## config.mk

```make
export PLATFORM = sky130hd
export DESIGN_NAME = update_frame_deframer
export DESIGN_NICKNAME = d
export VERILOG_FILES = /design/src/rtl/core/ufd_pkg.sv /design/src/rtl/core/ufd_regs.sv /design/src/rtl/core/ufd_parser.sv /design/src/rtl/core/update_frame_deframer.sv
export SDC_FILE = /design/constraint.sdc
export NUM_CORES = 1
export LEC_CHECK = 0
export ABC_AREA = 0
export BUFFER_PORTS_ARGS = -buffer_cell sky130_fd_sc_hd__buf_2
export CORE_ASPECT_RATIO = 0.6
export CORE_MARGIN = 2
export CORE_UTILIZATION = 50
export DETAILED_ROUTE_END_ITERATION = 7
export PLACE_DENSITY = 0.7
export SKIP_LAST_GASP = 1
export SYNTH_ARGS = -nofsm -noshare
export SYNTH_HDL_FRONTEND = slang
export SYNTH_SLANG_ARGS = --single-unit
```

## constraint.sdc

```tcl
create_clock -name clk -period 5.4 [get_ports clk]
set_clock_uncertainty 0.2 [all_clocks]
set_input_delay 1.08 -clock clk [delete_from_list [all_inputs] [get_ports clk]]
set_output_delay 1.08 -clock clk [all_outputs]
set_load 0.005 [all_outputs]
```

## src/rtl/core/ufd_pkg.sv

```systemverilog
// Shared types and constants for the update frame deframer.
package ufd_pkg;

  localparam int unsigned PAYLOAD_BYTES_DEF = 1024;
  localparam int unsigned HDR_BYTES = 16;
  localparam logic [31:0] HDR_VERSION = 32'd1;
  localparam int unsigned S_TDATA_W = 16;
  localparam int unsigned M_TDATA_W = 72;
  localparam int unsigned PADDR_W = 3;
  localparam logic REG_FRAME_MAGIC = 1'b0;

  typedef enum logic [1:0] {
    PH_HEADER  = 2'd0,
    PH_PAYLOAD = 2'd1,
    PH_REPLY   = 2'd2,
    PH_FAILED  = 2'd3
  } phase_t;

  typedef struct packed {
    logic       reply_taken;
    logic       reset_request;
    logic [7:0] byte_data;
    logic       byte_valid;
  } item_t;

  typedef struct packed {
    logic        frame_done;
    logic        header_fault;
    logic [10:0] frame_length;
    logic [31:0] frame_opcode;
    logic [9:0]  payload_index;
    logic [7:0]  payload_byte;
    logic        payload_strobe;
    phase_t      phase;
    logic        consumed;
  } result_t;

endpackage

```

## src/rtl/core/ufd_regs.sv

```systemverilog
// Configuration register file with an APB-style write and read port.
module ufd_regs
  import ufd_pkg::*;
(
  input  logic               clk,
  input  logic               rst,
  input  logic               psel,
  input  logic               penable,
  input  logic               pwrite,
  input  logic [PADDR_W-1:0] paddr,
  input  logic [31:0]        pwdata,
  output logic [31:0]        prdata,
  output logic               pready,
  output logic [31:0]        frame_magic
);

  logic wr_en;

  assign pready = 1'b1;
  assign wr_en  = psel && penable && pwrite && pready;

  always_ff @(posedge clk) begin
    if (rst) begin
      frame_magic <= '0;
    end else if (wr_en && (paddr[2] == REG_FRAME_MAGIC)) begin
      frame_magic <= pwdata;
    end
  end

  always_comb begin
    if (paddr[2] == REG_FRAME_MAGIC) begin
      prdata = frame_magic;
    end else begin
      prdata = '0;
    end
  end

endmodule

```

## src/rtl/core/ufd_parser.sv

```systemverilog
// Frame parser state and the per-byte header, payload and reply logic.
module ufd_parser
  import ufd_pkg::*;
#(
  parameter int unsigned PAYLOAD_BYTES = PAYLOAD_BYTES_DEF
) (
  input  logic        clk,
  input  logic        rst,
  input  logic [31:0] frame_magic,
  input  logic        advance,
  input  item_t       item,
  output result_t     result
);

  localparam int unsigned CNT_W = $clog2(PAYLOAD_BYTES + 1);
  localparam int unsigned LEN_W = (CNT_W > 11) ? CNT_W : 11;

  phase_t           phase, phase_next;
  logic [CNT_W-1:0] fill_count, fill_count_next;
  logic [CNT_W-1:0] fill_inc;
  logic [31:0]      opcode_word, opcode_word_next;
  logic [LEN_W-1:0] payload_len, payload_len_next;
  logic             reply_pending, reply_pending_next;
  logic [7:0]       hdr_store [HDR_BYTES-1];
  logic [8*HDR_BYTES-1:0] hdr_flat;
  logic [CNT_W+9:0] fill_ext;
  logic [CNT_W-1:0] fill_after;
  logic             hdr_take;
  logic             hdr_write;
  logic             pay_take;
  logic             hdr_bad;
  logic [31:0]      magic_word, version_word, len_word;

  assign fill_inc = fill_count + CNT_W'(1);
  assign fill_ext = {10'b0, fill_count};

  always_comb begin
    for (int i = 0; i < HDR_BYTES - 1; i++) begin
      hdr_flat[8*i +: 8] = hdr_store[i];
    end
    hdr_flat[8*(HDR_BYTES-1) +: 8] = item.byte_data;
  end

  assign magic_word   = hdr_flat[31:0];
  assign version_word = hdr_flat[63:32];
  assign len_word     = hdr_flat[127:96];
  assign hdr_bad      = (magic_word != frame_magic) || (version_word != HDR_VERSION)
                        || (len_word > 32'(PAYLOAD_BYTES));

  assign hdr_take  = !item.reset_request && (phase == PH_HEADER) && item.byte_valid
                     && (fill_count < CNT_W'(HDR_BYTES));
  assign hdr_write = hdr_take && (fill_count < CNT_W'(HDR_BYTES - 1));
  assign pay_take  = !item.reset_request && (phase == PH_PAYLOAD) && item.byte_valid
                     && (LEN_W'(fill_count) < payload_len);
  assign fill_after = pay_take ? fill_inc : fill_count;

  always_comb begin
    phase_next         = phase;
    fill_count_next    = fill_count;
    opcode_word_next   = opcode_word;
    payload_len_next   = payload_len;
    reply_pending_next = reply_pending || item.reply_taken;
    result             = '0;
    if (item.reset_request) begin
      reply_pending_next = 1'b0;
      fill_count_next    = '0;
      phase_next         = PH_HEADER;
    end else begin
      case (phase)
        PH_HEADER: begin
          if (hdr_take) begin
            result.consumed = 1'b1;
            fill_count_next = fill_inc;
            if (fill_count == CNT_W'(HDR_BYTES - 1)) begin
              opcode_word_next = hdr_flat[95:64];
              payload_len_next = len_word[LEN_W-1:0];
              if (hdr_bad) begin
                result.header_fault = 1'b1;
                phase_next          = PH_FAILED;
              end else begin
                fill_count_next = '0;
                phase_next      = PH_PAYLOAD;
              end
            end
          end
        end
        PH_PAYLOAD: begin
          if (pay_take) begin
            result.consumed       = 1'b1;
            result.payload_strobe = 1'b1;
            result.payload_byte   = item.byte_data;
            result.payload_index  = fill_ext[9:0];
          end
          fill_count_next = fill_after;
          if (LEN_W'(fill_after) >= payload_len) begin
            result.frame_done = 1'b1;
            phase_next        = PH_REPLY;
          end
        end
        PH_REPLY: begin
          if (reply_pending || item.reply_taken) begin
            reply_pending_next = 1'b0;
            fill_count_next    = '0;
            phase_next         = PH_HEADER;
          end
        end
        default: begin
        end
      endcase
    end
    result.phase        = phase_next;
    result.frame_opcode = opcode_word_next;
    result.frame_length = payload_len_next[10:0];
  end

  always_ff @(posedge clk) begin
    if (rst) begin
      phase         <= PH_HEADER;
      fill_count    <= '0;
      opcode_word   <= '0;
      payload_len   <= '0;
      reply_pending <= 1'b0;
    end else if (advance) begin
      phase         <= phase_next;
      fill_count    <= fill_count_next;
      opcode_word   <= opcode_word_next;
      payload_len   <= payload_len_next;
      reply_pending <= reply_pending_next;
    end
  end

  always_ff @(posedge clk) begin
    if (advance && hdr_write) begin
      hdr_store[fill_count[3:0]] <= item.byte_data;
    end
  end

endmodule

```

## src/rtl/core/update_frame_deframer.sv

```systemverilog
// A transfer held in the input register moves to the result register at the edge at which
// the result register is free or drains.
// Throughput: one input transfer per cycle while the result is not stalled, set by the input and result registers.
// A stalled result holds the input register, and s_tready falls once that register is full.
// Reset (rst, synchronous) clears the parser state, the magic register and both valid flags.
// The header byte store has no reset and needs no clearing pass.
module update_frame_deframer
  import ufd_pkg::*;
#(
  parameter int unsigned PAYLOAD_BYTES = PAYLOAD_BYTES_DEF
) (
  input  logic                 clk,
  input  logic                 rst,
  input  logic                 s_tvalid,
  output logic                 s_tready,
  // byte_valid, byte_data, reset_request, reply_taken, unused upper bits
  input  logic [S_TDATA_W-1:0] s_tdata,
  output logic                 m_tvalid,
  input  logic                 m_tready,
  // consumed, phase, payload_strobe, payload_byte, payload_index,
  // frame_opcode, frame_length, header_fault, zero fill
  output logic [M_TDATA_W-1:0] m_tdata,
  output logic                 m_tlast,
  input  logic                 psel,
  input  logic                 penable,
  input  logic                 pwrite,
  input  logic [PADDR_W-1:0]   paddr,
  input  logic [31:0]          pwdata,
  output logic [31:0]          prdata,
  output logic                 pready
);

  logic        in_valid;
  item_t       in_item;
  logic        out_valid;
  result_t     out_res;
  result_t     result;
  logic        advance;
  logic [31:0] frame_magic;

  assign advance  = in_valid && (!out_valid || m_tready);
  assign s_tready = !in_valid || advance;

  always_ff @(posedge clk) begin
    if (rst) begin
      in_valid <= 1'b0;
    end else begin
      in_valid <= (s_tvalid && s_tready) || (in_valid && !advance);
    end
  end

  always_ff @(posedge clk) begin
    if (s_tvalid && s_tready) begin
      in_item <= s_tdata[10:0];
    end
  end

  always_ff @(posedge clk) begin
    if (rst) begin
      out_valid <= 1'b0;
    end else if (advance) begin
      out_valid <= 1'b1;
    end else if (m_tready) begin
      out_valid <= 1'b0;
    end
  end

  always_ff @(posedge clk) begin
    if (advance) begin
      out_res <= result;
    end
  end

  ufd_regs u_regs (
    .clk         (clk),
    .rst         (rst),
    .psel        (psel),
    .penable     (penable),
    .pwrite      (pwrite),
    .paddr       (paddr),
    .pwdata      (pwdata),
    .prdata      (prdata),
    .pready      (pready),
    .frame_magic (frame_magic)
  );

  ufd_parser #(
    .PAYLOAD_BYTES (PAYLOAD_BYTES)
  ) u_parser (
    .clk         (clk),
    .rst         (rst),
    .frame_magic (frame_magic),
    .advance     (advance),
    .item        (in_item),
    .result      (result)
  );

  assign m_tvalid = out_valid;
  assign m_tlast  = out_res.frame_done;
  assign m_tdata  = {6'b0, out_res.header_fault, out_res.frame_length, out_res.frame_opcode,
                     out_res.payload_index, out_res.payload_byte, out_res.payload_strobe,
                     out_res.phase, out_res.consumed};

endmodule

```

# == Word level (Yosys, flattened, before mapping) ==
# Memories as Yosys holds them, arrays and structs flattened.
# Cells that the tools add are included.
# op_classes
n_addsub,1
magnitude_cmp,5
n_eq_ne,7
muxes,35
n_bitwise,6
reduce_logical,31
# op_table
cell,n
$mux 32,5
$mux 11,10
$pmux 11 s3,1
$gt 32x11->1 const B,1
$ne 32x1->1 const B,1
$ne 32x32->1,1
$logic_and 1x1->1,14
$mux 2,6
$add 11x1->11 const B,1
$eq 11x4->1 const B,1
$ge 11x11->1,1
$lt 11x11->1,1
$lt 11x4->1 const B,1
$lt 11x5->1 const B,1
$mux 1,11
$logic_or 1x1->1,6
$ne 3x2->1 const B,2
$not 1->1,6
$pmux 2 s3,1
$logic_not 1->1,4
$reduce_and 4->1,1
$reduce_bool 4->1,1
$reduce_or 4->1,1
$reduce_or 3->1,1
6 further kinds,6
# word_totals
register_bits,169
mem_bits_rw,120
input_bits,58
out_inout_bits,108
elab_cells,107
memories,1
# mem_list
name,depth,width,read_ports,rd_ports_with_merged_regs,wr,line,rtl
u_parser.hdr_store,15,8,15,0,1,ufd_parser.sv:24,logic [7:0] hdr_store [HDR_BYTES-1];

# == Depth between registers and ports, before layout ==
# Gate-level depths: netlist (run 1).
# depth
depth_word,9
mapped_depth,18
ltp_nobuf,16

# == By module ==
# From an unflattened synthesis (run 1), not the netlist that was laid out.
# hier_totals
cells_unflattened,916
hier_area_um2,12220.5
# by_module_without_submodules
module,instances,cells_per_inst,area_per_inst_um2,seq_area_each_um2
ufd_parser,1,644,8029.0,4744.6
update_frame_deframer,1,95,2494.9,2382.3
ufd_regs,1,177,1696.6,640.6

# == Least setup slack after synthesis (run 1) ==
# No wires, ideal clock.
# synth_timing
path_kind,input to register
start,in m_tready
end,"reg out_res (netlist bit m_tdata[0]), enable pin"
setup_time_ps,458
t_arrival_ps,3787
t_required_ps,4742
setup_slack_ps,955
path_stages,6
path_buffers,3
cell_sequence,nor2b_1 > nand2b_1 > clkbuf_1 > inv_2 > clkbuf_1 > buf_1
# synth_between
elab_chain_len,2
# synth_rtl
element,line,rtl
"start, declared",update_frame_deframer.sv:19,"input logic m_tready,"
$logic_or 1x1->1,update_frame_deframer.sv:41,assign advance = in_valid && (!out_valid || m_tready);
$logic_and 1x1->1,update_frame_deframer.sv:41,
named net advance,update_frame_deframer.sv:38,logic advance;
"end signal, assigned",update_frame_deframer.sv:70,out_res <= result;
"end, declared",update_frame_deframer.sv:36,result_t out_res;
# The timed path passes the listed nets, and every way through them passes these cells.
# A chain may end at the register's enable or synchronous reset.

==> out/results.ini, run 1 <==
[clock_tree]
path_clk_slew_ns = 0.06
clock-sinks = 289
clockBufferDepth = 3
clock_latency_ns = 0.54
cts_resized = 0
htreeDepth = 1
hold_buffers = 0
cts_made_buffers = 26
cts_tree = yes
post-cts-setup-buffer-count = 0
cts_root_buffer = clkbuf_16

[sta]
finalCritPeriodShare = 0.8809
clock.fmax_mhz = 210.2
worst_slew_pin_slew_ns = 1.180
rsz0062_at_grt = no
hold_viol_final = 0
drv_slew = 0
slew_headroom = 0.2128
final.setup.tns_ns = 0
finalSetupViolations = 0
fin_crit_ns = 4.757

[drt]
route.detailed.drc = 0
ant_nets = 0
num_vias = 7816
dr.first_iter.drc_count = 721
avgRoutedWirePerCell_um = 18.86
vias_per_cell = 5.439
firstDrtPassIters = 5
routed_wl_um = 27100

[logic_synthesis]
avgSynthCellArea_um2 = 12.28
synth_common_cells = edfxtp_1 (198), nor2_1 (112), nand2_1 (94)
synth.distinct_cells = 60
yosys.cell_count.top_type = edfxtp_1
synthArstFlopShare = 0
yosysSeqAreaShare = 0.6611
yosys_most_used_dff = edfxtp_1
synth_cells = 957
synth.area.top_cells = edfxtp_1 (51%), dfxtp_1 (16%), nor2_1 (3.6%)
synth_area_um2 = 11750
yosysWarnings = 0
synth_edf_count = 198
synth.top_cell.area_share = 0.5060
synth_top_cell_by_area = edfxtp_1
synth-seq-cells = 289

[cells_and_area]
area_growth_pct = 16.65
layout-drive-gt1-share = 0.2184
utilization = 0.5939
fillers = 1901
num_antenna_cells = 0
layout.cells.non_filler = 1437
seq_area_um2 = 7767
finalInstanceArea_um2 = 13710
multi_input_area_um2 = 3686
fin_nets = 1189

[placement]
post_dp_cell_area_um2 = 12800
dp_hpwl_um = 18050
io_buffers = 151
gp_congestion = 0.9384
dp_cells = 1389

[global_route]
grt_pass1_wl_um = 40970
grt_pass1_vias = 7088
grt.overflow.total = 0
grt_use_total = 0.2179
grt_start_max_net_pins = 80
antenna_found_initial = 0

[critical_path]
arrival_ns = 4.84
crit_family = compound AO/OA/AOI/OAI gates
worstReg2RegStart = u_parser.phase[0]
critPathKind = flop to flop
critPathLaunch = u_parser.phase[0]
cp_common_cell = ha_1
slowest_delay_ns = 0.69
path_cells = ha_1 -> inv_2 -> nor4b_1 -> o21ai_1 -> a221oi_4 -> nand4_1 -> xnor2_1 -> ha_1 -> a2111oi_0 -> a31oi_1 -> a221o_1 -> o21bai_1 -> a21oi_1
critical-path-slowest-cell = a2111oi_0
crit_required_ns = 5.49
critPathLaunchType = flop
cp.buffers_inverters = 1
worst-path-max-fanout = 10
end_kind = flop

[worst_hold_path]
hp-class = flop to flop
hold_path_startpoint = u_regs.frame_magic[11]

[pwr]
p_int_mw = 3.680
clock_power_share = 0.416
p_switching_mw = 0.9972
p_leak_nw = 5.151
swShare = 0.2132
total_power_mw = 4.677
comb_power_share = 0.054
seqPwrFrac = 0.530
ir_drop_mv = 0.2300
powerDensity_nw_per_um2 = 341.2

[status]
status = finished clean

[floorplanning]
num_io_pins = 166
dieHeight_um = 122.7
start_util = 0.5091
core.rowCount = 43
die_width_um = 201.9
die_area_um2 = 24780
core_um2 = 23080

[flow_run]
cap_viol_max_count = 0

stage by stage:
stage          setup WS [ns]  hold WS (ns)
2_1_floorplan         0.9548        0.2442
3_3_place_gp          0.8325        0.2565
3_5_place_dp          0.7800        0.2661
4_1_cts               0.7544        0.2754
5_1_grt               0.3141        0.2971
6_report              0.6431        0.2779
per-layer routing:
metal | track usage | wire, µm | up-vias
met4 | 0.03952 | 402 | 0
met2 | 0.2945 | 10720 | 308
met1 | 0.3566 | 13500 | 3788
li1 | - | - | 3685
met5 | 0 | 0 | -
met3 | 0.04594 | 2473 | 35
power by group through the flow:
| stage | Clock, mW | Combinational, mW | Sequential (mW) |
|---|---|---|---|
| 6_report | 1.95 | 0.251 | 2.48 |
| 5_1_grt | 2.07 | 0.282 | 2.48 |
| 4_1_cts | 1.98 | 0.252 | 2.48 |
| 3_5_place_dp | 0 | 0.250 | 2.53 |
| 3_3_place_gp | 0 | 0.244 | 2.53 |
| 2_1_floorplan | 0 | 0.151 | 2.51 |
tightest hold or removal path, delay by kind of cell (launching register included):
family,cells,cell delay [ns]
compound gates,1,0.05
simple gates,1,0.06
flops,1,0.33
cell type report:
type | count | share of cell area
timing repair buffer | 165 | 0.06280
clock buffer | 31 | 0.05030
multi-input combinational | 597 | 0.2689
inverter | 23 | 0.006481
clock inverter | 17 | 0.01607
tap | 315 | 0.02875
sequential | 289 | 0.5667
state kept, by name, indices dropped and copies added (netlist names):
register / flops
in_valid: 1
u_parser.opcode_word: 32
m_tvalid: 1
m_tdata: 66
u_regs.frame_magic: 32
u_parser.phase: 2
m_tlast: 1
u_parser.hdr_store: 120
u_parser.payload_len: 11
in_item: 11
u_parser.reply_pending: 1
u_parser.fill_count: 11
final timing paths:
path	depth (start not counted)	to	slack, ns
max reg2reg	13	m_tdata[2]	0.64
min reg2reg	2	u_regs.frame_magic[11]	0.28
min	2	u_regs.frame_magic[11]	0.28
max	13	m_tdata[2]	0.64
cell families (layout without fill, tap and decap cells):
kind of cell	Yosys count	in the layout	synth area share
AND/OR/NAND/NOR	377	377	0.1553
flip-flops	289	289	0.6611
AO/OA/AOI/OAI	105	105	0.05612
buffers and inverters	76	236	0.02801
multiplexers	43	43	0.04121
XOR/XNOR	36	36	0.02683
adder cells (fa/ha/maj)	29	29	0.03088
other	2	7	0.0006391
layout by cell type (no fill, tap or decap), types with 4 or more instances in the layout:
cell type	instances
clkbuf_16	26
conb_1	7
and2_1	19
nor3_1	44
nand4_1	13
dfxtp_1	91
ha_1	29
o21ai_1	11
mux2_2	28
a21o_1	4
edfxtp_1	198
nor2b_1	33
nand2b_1	13
clkinv_2	4
nor4_1	16
buf_2	151
nand3_1	10
bufinv_16	5
buf_4	14
xor2_1	16
inv_1	21
mux2_1	15
clkinv_1	5
xnor2_1	20
a31oi_1	6
nand2_1	94
a211oi_1	11
a21oi_1	46
and3_1	5
nor2_1	112
(Power assumes the default switching activity.)
==> inputs of run 2 (changes only) <==
- SYNTH_HIERARCHICAL: not set -> 1
==> run 2 against run 1 <==
  * Clock power fell by 5%
  * Total power fell by 4.6%
  * Sequential power fell by 2%
  * Worst setup slack improved by 0.15 ns
==> out/results.ini, run 2 <==
[critical_path]
critPathLaunchType = flop
critical-path-slowest-cell = nor4b_1
reg2reg_to = m_tdata[1]
rrSetupSlack_ns = 0.79  ; +0.15 ns
path_cells = inv_1 -> ha_1 -> inv_1 -> nor4b_1 -> o311a_1 -> buf_4 -> nand3_1 -> xnor2_1 -> ha_1 -> nand4_1 -> or3_1 -> a32oi_1 -> o21a_1 -> nor3_1
arrival_ns = 4.69  ; -0.15 ns
worstReg2RegStart = u_parser/phase[1]
end_kind = flop
reg2reg_depth = 14  ; +1
critPathLaunch = u_parser/phase[1]
slowest_delay_ns = 0.64  ; -0.05 ns
crit_required_ns = 5.48  ; about the same
worst-path-max-fanout = 24  ; +14
critPathKind = flop to flop

[pwr]
clock_power_share = 0.418  ; +0.002
total_power_mw = 4.460  ; -4.6%
p_leak_nw = 5.206  ; +1.1%
comb_power_share = 0.037  ; -0.017
p_int_mw = 3.530  ; -4.1%
seqPwrFrac = 0.545  ; +0.015
ir_drop_mv = 0.2804  ; +22%
powerDensity_nw_per_um2 = 315.9  ; -7.4%
swShare = 0.2084  ; -0.004752
p_switching_mw = 0.9296  ; -6.8%

[logic_synthesis]
synth.area.top_cells = edfxtp_1 (49%), dfxtp_1 (15%), mux2i_1 (6.1%)
synth_common_cells = edfxtp_1 (198), dfxtp_1 (91), mux2i_1 (75)
yosysWarnings = 6  ; +6
synth_edf_count = 198  ; unchanged
synth.distinct_cells = 61  ; +1.7%
synth_cells = 916  ; -4.3%
yosys.cell_count.top_type = edfxtp_1
synth-seq-cells = 289  ; unchanged
yosysSeqAreaShare = 0.6356  ; -0.02545
avgSynthCellArea_um2 = 13.34  ; +8.7%
synth_top_cell_by_area = edfxtp_1
synth.top_cell.area_share = 0.4865  ; -0.01948
synthArstFlopShare = 0  ; unchanged
yosys_most_used_dff = edfxtp_1
synth_area_um2 = 12220  ; +4.0%

[sta]
finalCritPeriodShare = 0.8540  ; -0.02693
clock.fmax_mhz = 216.8  ; +3.2%
setup_slack_ns = 0.7885  ; +0.1454 ns
slew_headroom = 0.2562  ; +0.04344
finalSetupViolations = 0  ; unchanged
final.setup.tns_ns = 0  ; unchanged
hold_viol_final = 0  ; unchanged
rsz0062_at_grt = no
fin_crit_ns = 4.612  ; -0.1454 ns
worst_slew_pin_slew_ns = 1.107  ; -0.07279 ns
drv_slew = 0  ; unchanged

[floorplanning]
core.rowCount = 44  ; +2.3%
dieHeight_um = 125.1  ; +1.9%
die_width_um = 205.8  ; +1.9%
num_io_pins = 166  ; unchanged
core_um2 = 24110  ; +4.5%
start_util = 0.5068  ; -0.002283
die_area_um2 = 25750  ; +3.9%

[drt]
avgRoutedWirePerCell_um = 19.03  ; +0.89%
route.detailed.drc = 0  ; unchanged
routed_wl_um = 26830  ; -1.0%
num_vias = 7551  ; -3.4%
ant_nets = 0  ; unchanged
firstDrtPassIters = 5  ; unchanged
vias_per_cell = 5.355  ; -1.5%
dr.first_iter.drc_count = 641  ; -11%

[global_route]
grt_use_total = 0.2085  ; -0.009429
grt_start_max_net_pins = 73  ; -8.8%
grt_pass1_vias = 7167  ; +1.1%
grt.overflow.total = 0  ; unchanged
grt_pass1_wl_um = 40990  ; about the same
gr-usage-met1 = 0.3344  ; -0.02219
grt_util_met3 = 0.04771  ; +0.001769
top_usage_layer = met1
antenna_found_initial = 0  ; unchanged
use_met2 = 0.2884  ; -0.006085

[clock_tree]
cts_resized = 0  ; unchanged
clock_latency_ns = 0.53  ; about the same
post-cts-setup-buffer-count = 0  ; unchanged
clockBufferDepth = 3  ; unchanged
cts_tree = yes
cts_made_buffers = 27  ; +3.8%
htreeDepth = 1  ; unchanged
path_clk_slew_ns = 0.06  ; about the same
clock-sinks = 289  ; unchanged
cts_root_buffer = clkbuf_16
hold_buffers = 0  ; unchanged

[cells_and_area]
final_cell_mix = edfxtp_1 (198), buf_2 (150), dfxtp_1 (91), mux2i_1 (75), nor2_1 (69)
finalInstanceArea_um2 = 14120  ; +3.0%
area_growth_pct = 15.52
layout-drive-gt1-share = 0.2436  ; +0.02521
largest_register_ffs = 120  ; unchanged
final_common_cell = edfxtp_1
num_antenna_cells = 0  ; unchanged
fin_nets = 1156  ; -2.8%
utilization = 0.5855  ; -0.008403

[placement]
dp_hpwl_um = 17920  ; -0.74%
post_dp_cell_area_um2 = 13240  ; +3.5%
preCtsSetupSlack_ns = 0.8807  ; +0.1007 ns
io_buffers = 151  ; unchanged
gp_congestion = 0.8602  ; -8.3%

[worst_hold_path]
hold_path_startpoint = u_parser/opcode_word[1]
min_to = u_parser/opcode_word[1]
hp-class = flop to flop
holdPathStages = 2  ; unchanged

[status]
status = finished clean

[flow_run]
cap_viol_max_count = 0  ; unchanged

## run 2: cell types whose count changed after synthesis, moves of 14 or more
cell / before / now
a21oi_1: 46 / 13
mux2_1: 15 / 0
mux2_2: 28 / 42
mux2i_1: 0 / 75
nand2_1: 94 / 24
nand2b_1: 14 / 68
nor2_1: 112 / 69
nor3_1: 44 / 14
xnor2_1: 20 / 37
## run 2: critical path, delay by kind of cell, from the launching register on
| kind | cells | cell delay, ns |
|---|---|---|
| AO/OA/AOI/OAI | 3 | 1.17 |
| XOR/XNOR | 1 | 0.19 |
| adder cells (fa/ha/maj) | 2 | 0.56 |
| buffers and inverters | 3 | 0.56 |
| flip-flops | 1 | 0.36 |
| AND/OR/NAND/NOR | 5 | 1.32 |
## run 2: power groups by stage
| stage | combinational (mW) | sequential, mW | clock (mW) |
|---|---|---|---|
| final | 0.164 | 2.43 | 1.86 |
| after global routing | 0.181 | 2.44 | 1.98 |
| after CTS | 0.166 | 2.43 | 1.91 |
| after detailed placement | 0.165 | 2.48 | 0 |
| after global placement | 0.163 | 2.48 | 0 |
| after floorplan | 0.0888 | 2.47 | 0 |
## run 2: stage by stage
stage | std cells | hold WS [ns]
after global routing | 1410 | 0.3173
after CTS | 1410 | 0.2938
after floorplan | 921 | 0.2544
after global placement | 1361 | 0.2660
final | 1410 | 0.2884
after detailed placement | 1361 | 0.2785
## run 2: cells by family after synthesis
family / synth area share
simple gates: 0.1335
flops: 0.6356
mux: 0.1001
compound gates: 0.04055
buf+inv: 0.02949
xor+xnor: 0.02938
fa+ha+maj: 0.03072
other cells: 0.0006145
## run 2: area by class of cell
| class | count | area [µm²] |
|---|---|---|
| clock inverters | 15 | 141.4 |
| multi-input cells | 560 | 4116 |
| flip-flops and latches | 289 | 7767 |
| clock buffers | 34 | 732.0 |
| inverters | 25 | 93.84 |
| well taps | 322 | 402.9 |
| repair buffers | 165 | 863.3 |
| fillers | 1975 | 9996 |
## run 2: metal layers
metal | vias to the layer above | share of wire
met2 | 249 | 0.41
met1 | 3667 | 0.50
met3 | 28 | 0.077
met4 | 0 | 0.016
met5 | - | 0
li1 | 3607 | -
## run 2: how the worst max path moves through the flow
stage                                     to  slack (ns)  depth (start not counted)
floorplan           u_parser/hdr_store[3][0]        0.86                          7
global placement                  m_tdata[1]        0.94                         14
detailed placement                m_tdata[1]        0.88                         14
CTS                               m_tdata[1]        0.86                         14
global route                      m_tdata[2]        0.53                         14
finish                            m_tdata[1]        0.79                         14
